File: config.mk
export PLATFORM = sky130hd
export DESIGN_NAME = magic_length_checksum_deframer_core_flat
export DESIGN_NICKNAME = d
export VERILOG_FILES = /design/src/hdl/mlcd_pkg.sv /design/src/hdl/mlcd_word_if.sv /design/src/hdl/magic_length_checksum_deframer_core.sv /design/src/flat_wrapper.sv
export SDC_FILE = /design/constraint.sdc
export NUM_CORES = 1
export LEC_CHECK = 0
export BUFFER_PORTS_ARGS = -buffer_cell sky130_fd_sc_hd__buf_2
export CAP_MARGIN = 40
export CELL_PAD_IN_SITES_DETAIL_PLACEMENT = 1
export CELL_PAD_IN_SITES_GLOBAL_PLACEMENT = 1
export CORE_UTILIZATION = 43
export CTS_BUF_LIST = sky130_fd_sc_hd__clkbuf_8 sky130_fd_sc_hd__clkbuf_16
export DETAILED_ROUTE_END_ITERATION = 10
export PLACE_DENSITY = 0.86
export SYNTH_ARGS = -nofsm -noshare
export SYNTH_HDL_FRONTEND = slang
export SYNTH_SLANG_ARGS = --single-unit
File: constraint.sdc
create_clock -name clock -period 3.1 [get_ports clock]
set_clock_uncertainty 0.2 [all_clocks]
set_input_delay 0.31 -clock clock [delete_from_list [all_inputs] [get_ports clock]]
set_output_delay 0.31 -clock clock [all_outputs]
set_load 0.02 [all_outputs]
File: src/hdl/mlcd_pkg.sv
// Shared types and constants for the magic/length/checksum deframer.
`timescale 1ns / 1ps

package mlcd_pkg;

   localparam int MAX_PACKET_LEN_DEF = 512;

   localparam logic [31:0] MAGIC_WORD = 32'h544A_5347;
   localparam logic [7:0]  MAGIC_B2   = 8'h53;
   localparam logic [7:0]  MAGIC_B3   = 8'h47;
   localparam logic [7:0]  MAGIC_SUM  = 8'h38;
   localparam logic [15:0] MIN_LEN    = 16'd9;
   localparam logic [8:0]  DROP_OFFSET = 9'd5;
   localparam logic [2:0]  WINDOW_FULL = 3'd4;
   localparam logic [2:0]  WINDOW_NEAR = 3'd3;
   localparam int          BODY_START = 6;

   typedef enum logic [1:0] {
      PH_HUNT   = 2'd0,
      PH_LEN_HI = 2'd1,
      PH_LEN_LO = 2'd2,
      PH_BODY   = 2'd3
   } phase_type;

   typedef enum logic [1:0] {
      ST_IN_PROGRESS = 2'd0,
      ST_GOOD_END    = 2'd1,
      ST_BAD_SUM     = 2'd2,
      ST_BAD_LEN     = 2'd3
   } status_type;

   typedef struct packed {
      logic [7:0] rx_byte;
   } req_word_type;

   typedef struct packed {
      logic [7:0]  pkt_byte;
      logic [8:0]  byte_offset;
      logic [15:0] pkt_len;
      logic        end_of_packet;
      status_type  status;
   } rsp_word_type;

endpackage

File: src/hdl/mlcd_word_if.sv
// Valid/ready word channel carrying one payload struct.
`timescale 1ns / 1ps

interface mlcd_word_if #(
   parameter type payload_type = logic
);
   logic        valid;
   logic        ready;
   payload_type data;

   modport source (output valid, output data, input ready);
   modport sink   (input valid, input data, output ready);
endinterface

File: src/hdl/magic_length_checksum_deframer_core.sv
// Deframer top level: magic hunt, length check, body pass-through and checksum.
//
// Accepts one received byte per clock and sustains that rate as long as rsp_ch is
// taken. A byte is held in an input register, then one pass of compare/add logic updates
// the frame state and loads the result register, which drives rsp_ch.
// Hunt and header bytes give no word; body bytes from offset 6 on
// give one word each, the checksum byte ending the packet with good or bad status; a
// header length under 9 or over MAX_PACKET_LEN gives a single drop word (status 3) and
// the hunt resumes from the second magic byte. Only the output register and the input
// register can stall, so backpressure on rsp_ch stops req_ch within one word.
`timescale 1ns / 1ps

module magic_length_checksum_deframer_core #(
   parameter int MAX_PACKET_LEN = mlcd_pkg::MAX_PACKET_LEN_DEF
) (
   input logic clock,
   input logic reset,
   mlcd_word_if.sink   req_ch,
   mlcd_word_if.source rsp_ch
);

   localparam int LEN_W = $clog2(MAX_PACKET_LEN + 1);

   // input register
   logic       in_valid_ff;
   logic [7:0] in_byte_ff;
   logic       advance;

   // frame state
   mlcd_pkg::phase_type phase_ff, phase_in;
   logic [31:0]      window_ff, window_in;
   logic [2:0]       fill_ff, fill_in;
   logic [7:0]       len_hi_ff, len_hi_in;
   logic [LEN_W-1:0] exp_len_ff, exp_len_in;
   logic [LEN_W-1:0] count_ff, count_in;
   logic [7:0]       sum_ff, sum_in;

   // result register
   logic                  rsp_valid_ff;
   mlcd_pkg::rsp_word_type rsp_data_ff, rsp_data_in;
   logic                  fire;

   logic [31:0] shifted;
   logic [15:0] total;
   logic        bad_len;
   logic        last;

   assign advance = in_valid_ff && (!rsp_valid_ff || rsp_ch.ready);
   assign req_ch.ready = !in_valid_ff || advance;
   assign rsp_ch.valid = rsp_valid_ff;
   assign rsp_ch.data  = rsp_data_ff;

   assign shifted = {window_ff[23:0], in_byte_ff};
   assign total   = {len_hi_ff, in_byte_ff};
   assign bad_len = (total < mlcd_pkg::MIN_LEN)
                 || ({1'b0, total} > 17'(MAX_PACKET_LEN));
   assign last    = ({1'b0, count_ff} + 1'b1) >= {1'b0, exp_len_ff};

   always_ff @(posedge clock) begin
      if (reset) begin
         in_valid_ff <= 1'b0;
      end else if (req_ch.valid && req_ch.ready) begin
         in_valid_ff <= 1'b1;
      end else if (advance) begin
         in_valid_ff <= 1'b0;
      end
   end

   always_ff @(posedge clock) begin
      if (req_ch.valid && req_ch.ready) begin
         in_byte_ff <= req_ch.data.rx_byte;
      end
   end

   // next state
   always_comb begin
      phase_in = phase_ff;
      unique case (phase_ff)
         mlcd_pkg::PH_HUNT: begin
            if (fill_ff >= mlcd_pkg::WINDOW_NEAR && shifted == mlcd_pkg::MAGIC_WORD) begin
               phase_in = mlcd_pkg::PH_LEN_HI;
            end
         end
         mlcd_pkg::PH_LEN_HI: phase_in = mlcd_pkg::PH_LEN_LO;
         mlcd_pkg::PH_LEN_LO: phase_in = bad_len ? mlcd_pkg::PH_HUNT : mlcd_pkg::PH_BODY;
         mlcd_pkg::PH_BODY:   phase_in = last ? mlcd_pkg::PH_HUNT : mlcd_pkg::PH_BODY;
         default:             phase_in = mlcd_pkg::PH_HUNT;
      endcase
   end

   // datapath and result
   always_comb begin
      window_in   = window_ff;
      fill_in     = fill_ff;
      len_hi_in   = len_hi_ff;
      exp_len_in  = exp_len_ff;
      count_in    = count_ff;
      sum_in      = sum_ff;
      fire        = 1'b0;
      rsp_data_in.pkt_byte      = in_byte_ff;
      rsp_data_in.byte_offset   = 9'(count_ff);
      rsp_data_in.pkt_len       = 16'(exp_len_ff);
      rsp_data_in.end_of_packet = 1'b0;
      rsp_data_in.status        = mlcd_pkg::ST_IN_PROGRESS;
      unique case (phase_ff)
         mlcd_pkg::PH_HUNT: begin
            window_in = shifted;
            if (fill_ff < mlcd_pkg::WINDOW_FULL) begin
               fill_in = fill_ff + 3'd1;
            end
         end
         mlcd_pkg::PH_LEN_HI: begin
            len_hi_in = in_byte_ff;
         end
         mlcd_pkg::PH_LEN_LO: begin
            if (bad_len) begin
               // drop: rescan from the second magic byte
               window_in = {mlcd_pkg::MAGIC_B2, mlcd_pkg::MAGIC_B3, total};
               fill_in   = mlcd_pkg::WINDOW_FULL;
               fire      = 1'b1;
               rsp_data_in.pkt_byte      = 8'd0;
               rsp_data_in.byte_offset   = mlcd_pkg::DROP_OFFSET;
               rsp_data_in.pkt_len       = total;
               rsp_data_in.end_of_packet = 1'b1;
               rsp_data_in.status        = mlcd_pkg::ST_BAD_LEN;
            end else begin
               exp_len_in = LEN_W'(total);
               count_in   = LEN_W'(mlcd_pkg::BODY_START);
               sum_in     = mlcd_pkg::MAGIC_SUM + len_hi_ff + in_byte_ff;
            end
         end
         mlcd_pkg::PH_BODY: begin
            fire = 1'b1;
            if (last) begin
               window_in = '0;
               fill_in   = '0;
               rsp_data_in.end_of_packet = 1'b1;
               rsp_data_in.status = (in_byte_ff == sum_ff) ? mlcd_pkg::ST_GOOD_END
                                                          : mlcd_pkg::ST_BAD_SUM;
            end else begin
               sum_in   = sum_ff + in_byte_ff;
               count_in = count_ff + 1'b1;
            end
         end
         default: begin
            fire = 1'b0;
         end
      endcase
   end

   always_ff @(posedge clock) begin
      if (reset) begin
         phase_ff   <= mlcd_pkg::PH_HUNT;
         window_ff  <= '0;
         fill_ff    <= '0;
         len_hi_ff  <= '0;
         exp_len_ff <= '0;
         count_ff   <= '0;
         sum_ff     <= '0;
      end else if (advance) begin
         phase_ff   <= phase_in;
         window_ff  <= window_in;
         fill_ff    <= fill_in;
         len_hi_ff  <= len_hi_in;
         exp_len_ff <= exp_len_in;
         count_ff   <= count_in;
         sum_ff     <= sum_in;
      end
   end

   always_ff @(posedge clock) begin
      if (reset) begin
         rsp_valid_ff <= 1'b0;
      end else if (advance) begin
         rsp_valid_ff <= fire;
      end else if (rsp_ch.ready) begin
         rsp_valid_ff <= 1'b0;
      end
   end

   always_ff @(posedge clock) begin
      if (advance && fire) begin
         rsp_data_ff <= rsp_data_in;
      end
   end

endmodule

File: src/flat_wrapper.sv
// flat-port wrapper written by rule: the top's interface ports become plain ports
module magic_length_checksum_deframer_core_flat 
#(
   parameter int MAX_PACKET_LEN = mlcd_pkg::MAX_PACKET_LEN_DEF
)
  (clock, reset, req_ch_valid, req_ch_data, req_ch_ready, rsp_ch_valid, rsp_ch_data, rsp_ch_ready);
  mlcd_word_if #(.payload_type(mlcd_pkg::req_word_type)) req_ch_i ();
  mlcd_word_if #(.payload_type(mlcd_pkg::rsp_word_type)) rsp_ch_i ();
  input logic clock;
  input logic reset;
  input wire logic [$bits(req_ch_i.valid)-1:0] req_ch_valid;
  input wire logic [$bits(req_ch_i.data)-1:0] req_ch_data;
  output wire logic [$bits(req_ch_i.ready)-1:0] req_ch_ready;
  output wire logic [$bits(rsp_ch_i.valid)-1:0] rsp_ch_valid;
  output wire logic [$bits(rsp_ch_i.data)-1:0] rsp_ch_data;
  input wire logic [$bits(rsp_ch_i.ready)-1:0] rsp_ch_ready;
  assign req_ch_i.valid = req_ch_valid;
  assign req_ch_i.data = req_ch_data;
  assign req_ch_ready = req_ch_i.ready;
  assign rsp_ch_valid = rsp_ch_i.valid;
  assign rsp_ch_data = rsp_ch_i.data;
  assign rsp_ch_i.ready = rsp_ch_ready;
  magic_length_checksum_deframer_core #(.MAX_PACKET_LEN(MAX_PACKET_LEN)) u_core (.clock(clock), .reset(reset), .req_ch(req_ch_i), .rsp_ch(rsp_ch_i));
endmodule
==> flow_metrics.env <==
export IMPL_drc_errors=0
export IMPL_die_area_um2=13800
export IMPL_area_growth_syn_to_layout_pct=21.8
export IMPL_slew_headroom=0.477
export IMPL_finalInstanceArea_um2=7000
export IMPL_grt_overflow=0
export IMPL_cp_required_ns=3.13
export IMPL_grt_pass1_vias=5115
export IMPL_wl_per_cell_um=22.1
export IMPL_crit_path_top_delay_cell="dfxtp_2"
export IMPL_ctsHtreeMaxLevel=3
export IMPL_status="complete, no violations"
export IMPL_synth_commonest_cells="dfxtp_1 (67), a21oi_1 (50), nor2_1 (45), edfxtp_1 (44), ha_1 (33)"
export IMPL_final_layout_size_suffix_gt1_frac=0.258
export IMPL_cts_root_buffer="clkbuf_16"
export IMPL_worstSetupStartpointType="flop"
export IMPL_syn_area_per_cell_um2=10.4
export IMPL_fin_hold_ws_ns=0.114
export IMPL_synth_edff_count=44
export IMPL_wl_um=18200
export IMPL_worstPathMaxFanout=10
export IMPL_die_x_um=118
export IMPL_synth_top_cell_by_area="dfxtp_1"
export IMPL_core_um2=12800
export IMPL_hold_path_class="primary input to flop"
export IMPL_drt_initial_drc_count=333
export IMPL_die_h_um=118
export IMPL_hold_violations=0
export IMPL_via_per_inst=5.97
export IMPL_finalCritPeriodShare=0.999
export IMPL_critPathMaxStageDelay_ns=0.40
export IMPL_mappedNetlistNets=601
export IMPL_rows=41
export IMPL_dp_hpwl_um=12100
export IMPL_vias=4910
export IMPL_netlist_area_um2=5750
export IMPL_clock_latency_ns=0.37
export IMPL_worst_slew_pin_slew_ns=0.778
export IMPL_setup_ws_ns=0.00265
export IMPL_diodes=0
export IMPL_cp_arrival_ns=3.13
export IMPL_nFillCells=1421
export IMPL_finalSetupTns_ns=0
export IMPL_crit_path_end_kind="flop"
export IMPL_start_util=0.448
export IMPL_final_antenna_net_count=0
export IMPL_path_cells="ha_4 -> nand3_1 -> xnor2_2 -> ha_1 -> and4_4 -> o41ai_4 -> buf_4 -> a21oi_4 -> buf_6 -> o311ai_1 -> o31ai_1"
export IMPL_synthFlopType="dfxtp_1"
export IMPL_grt_pass1_wl_um=27700
export IMPL_synth_cell_type_count=71
export IMPL_cts_buffers=9
export IMPL_place_area_um2=6380
export IMPL_setup_worst_path_class="flop to flop"
export IMPL_top_level_ports=50
export IMPL_synth_top_cell_area_share=0.233
export IMPL_max_freq_ghz=0.323
export IMPL_synth_area_leaders="dfxtp_1 (23%), edfxtp_1 (23%), ha_1 (7.2%), a21oi_1 (4.4%), mux2i_1 (3.0%)"
export IMPL_leakagePower_nw=3.04
export IMPL_nets=692
export IMPL_setup_violations=0
export IMPL_cts_sinks=111
export IMPL_ys_warn_count=0
export IMPL_ctsLongestPathBuffers=2
export IMPL_yosysMostFrequentCell="dfxtp_1"
export IMPL_cap_violations=0
export IMPL_pre_cts_ws_ns=-0.156
export IMPL_async_reset_ff_frac=0
export IMPL_seq_area_frac_synth=0.463
export IMPL_grt_antenna_before_repair=0
export IMPL_firstDrtPassIters=5
export IMPL_cts_tree="built"
export IMPL_p_per_area_nw_per_um2=429
export IMPL_ir_worst_vdd_mv=0.385
export IMPL_gp_congestion=0.899
export IMPL_final_max_slew_viol_count=0
export IMPL_synth_seq_cells=111
export IMPL_register_area_um2=2670
export IMPL_grt_usage=0.261
export IMPL_grt_max_degree=30
export IMPL_multi_input_area_um2=2980
export IMPL_final_min_clock_period_ns=3.10
export IMPL_numPortBuffers=49
export IMPL_clkTransAtPathRegs_ns=0.08
export IMPL_synthCells=554
area by class of cell:
cell class                      instances  share of cell area
Clock buffer                            9              0.0322
Clock inverter                          7              0.0100
Multi-Input combinational cell        389               0.426
Timing Repair Buffer                  105               0.103
Tap cell                              172              0.0308
Sequential cell                       111               0.382
Inverter                               29              0.0156
logic make-up after synthesis:
family	Yosys count	synth area share
simple gates	160	0.149
buf+inv	54	0.0425
flops	111	0.463
compound gates	153	0.198
fa+ha+maj	35	0.0788
xor+xnor	17	0.0259
mux	24	0.0433
power by group:
part           internal, W  total, W  switching (W)  leakage, nW
registers          0.00153   0.00156      0.0000273         1.02
clock network     0.000630   0.00119       0.000561        0.152
logic            0.0000999  0.000247       0.000147         1.87
state kept, by name, indices dropped and copies added (netlist names):
signal	cells
u_core.fill_ff	3
u_core.window_ff	24
u_core.in_byte_ff	8
u_core.sum_ff	8
u_core.in_valid_ff	1
u_core.exp_len_ff	10
u_core.rsp_ch.valid	1
u_core.count_ff	10
u_core.len_hi_ff	8
u_core.rsp_ch.data	36
u_core.phase_ff	2
placed cells by master (no fill, tap or decap), types with 10 or more instances in the layout:
| master | instances |
|---|---|
| buf_2 | 49 |
| nor2_1 | 43 |
| a21oi_1 | 49 |
| inv_1 | 30 |
| and2_1 | 19 |
| o21ai_0 | 13 |
| xnor2_1 | 12 |
| nand2_1 | 25 |
| ha_1 | 32 |
| mux2i_1 | 17 |
| dfxtp_1 | 60 |
| edfxtp_1 | 44 |
| nor3_1 | 10 |
| a22o_1 | 11 |
| a211oi_1 | 11 |
| buf_4 | 40 |
final timing paths:
path                                             to  depth (start not counted)                         startpoint  slack (ns)
setup / recovery    u_core.count_ff[7]$_SDFFE_PP0P_                         11    u_core.count_ff[1]$_SDFFE_PP0P_       0.003
hold / removal      u_core.in_valid_ff$_SDFFE_PP0P_                          4                       rsp_ch_ready        0.11
hold reg to reg   u_core.window_ff[22]$_SDFFE_PP0P_                          1  u_core.window_ff[22]$_SDFFE_PP0P_        0.27
setup reg to reg    u_core.count_ff[7]$_SDFFE_PP0P_                         11    u_core.count_ff[1]$_SDFFE_PP0P_       0.003
routing by layer:
metal | vias to the layer above | wire length (um) | GRT usage
met4 | 0 | 610 | 0.125
met2 | 173 | 9170 | 0.442
met1 | 2472 | 7450 | 0.313
li1 | 2220 | - | -
met5 | - | 0 | 0
met3 | 45 | 926 | 0.0567
critical path, delay by kind of cell, from the launching register on:
kind / cells / cell delay, ns
compound gates: 4 / 0.86
fa+ha+maj: 2 / 0.50
simple gates: 2 / 0.36
buf+inv: 2 / 0.36
xor+xnor: 1 / 0.26
flops: 1 / 0.40
stage by stage:
stage / utilization / cells / total power (W)
5_1_grt: 0.546 / 822 / 0.00309
3_3_place_gp: 0.498 / 790 / 0.00181
3_5_place_dp: 0.498 / 790 / 0.00182
4_1_cts: 0.535 / 818 / 0.00300
2_1_floorplan: - / 554 / 0.00173
6_report: 0.546 / 822 / 0.00300
what timing repair did:
item                       in CTS  in global routing
setup buffers                   3                  4
hold buffers                    9                  0
hold endpoints to repair        9                  0
gates resized for setup        12                 26
setup endpoints to repair      49                 50
gates cloned                    0                  0
pin swaps                       2                 11
(Power assumes the default switching activity.)
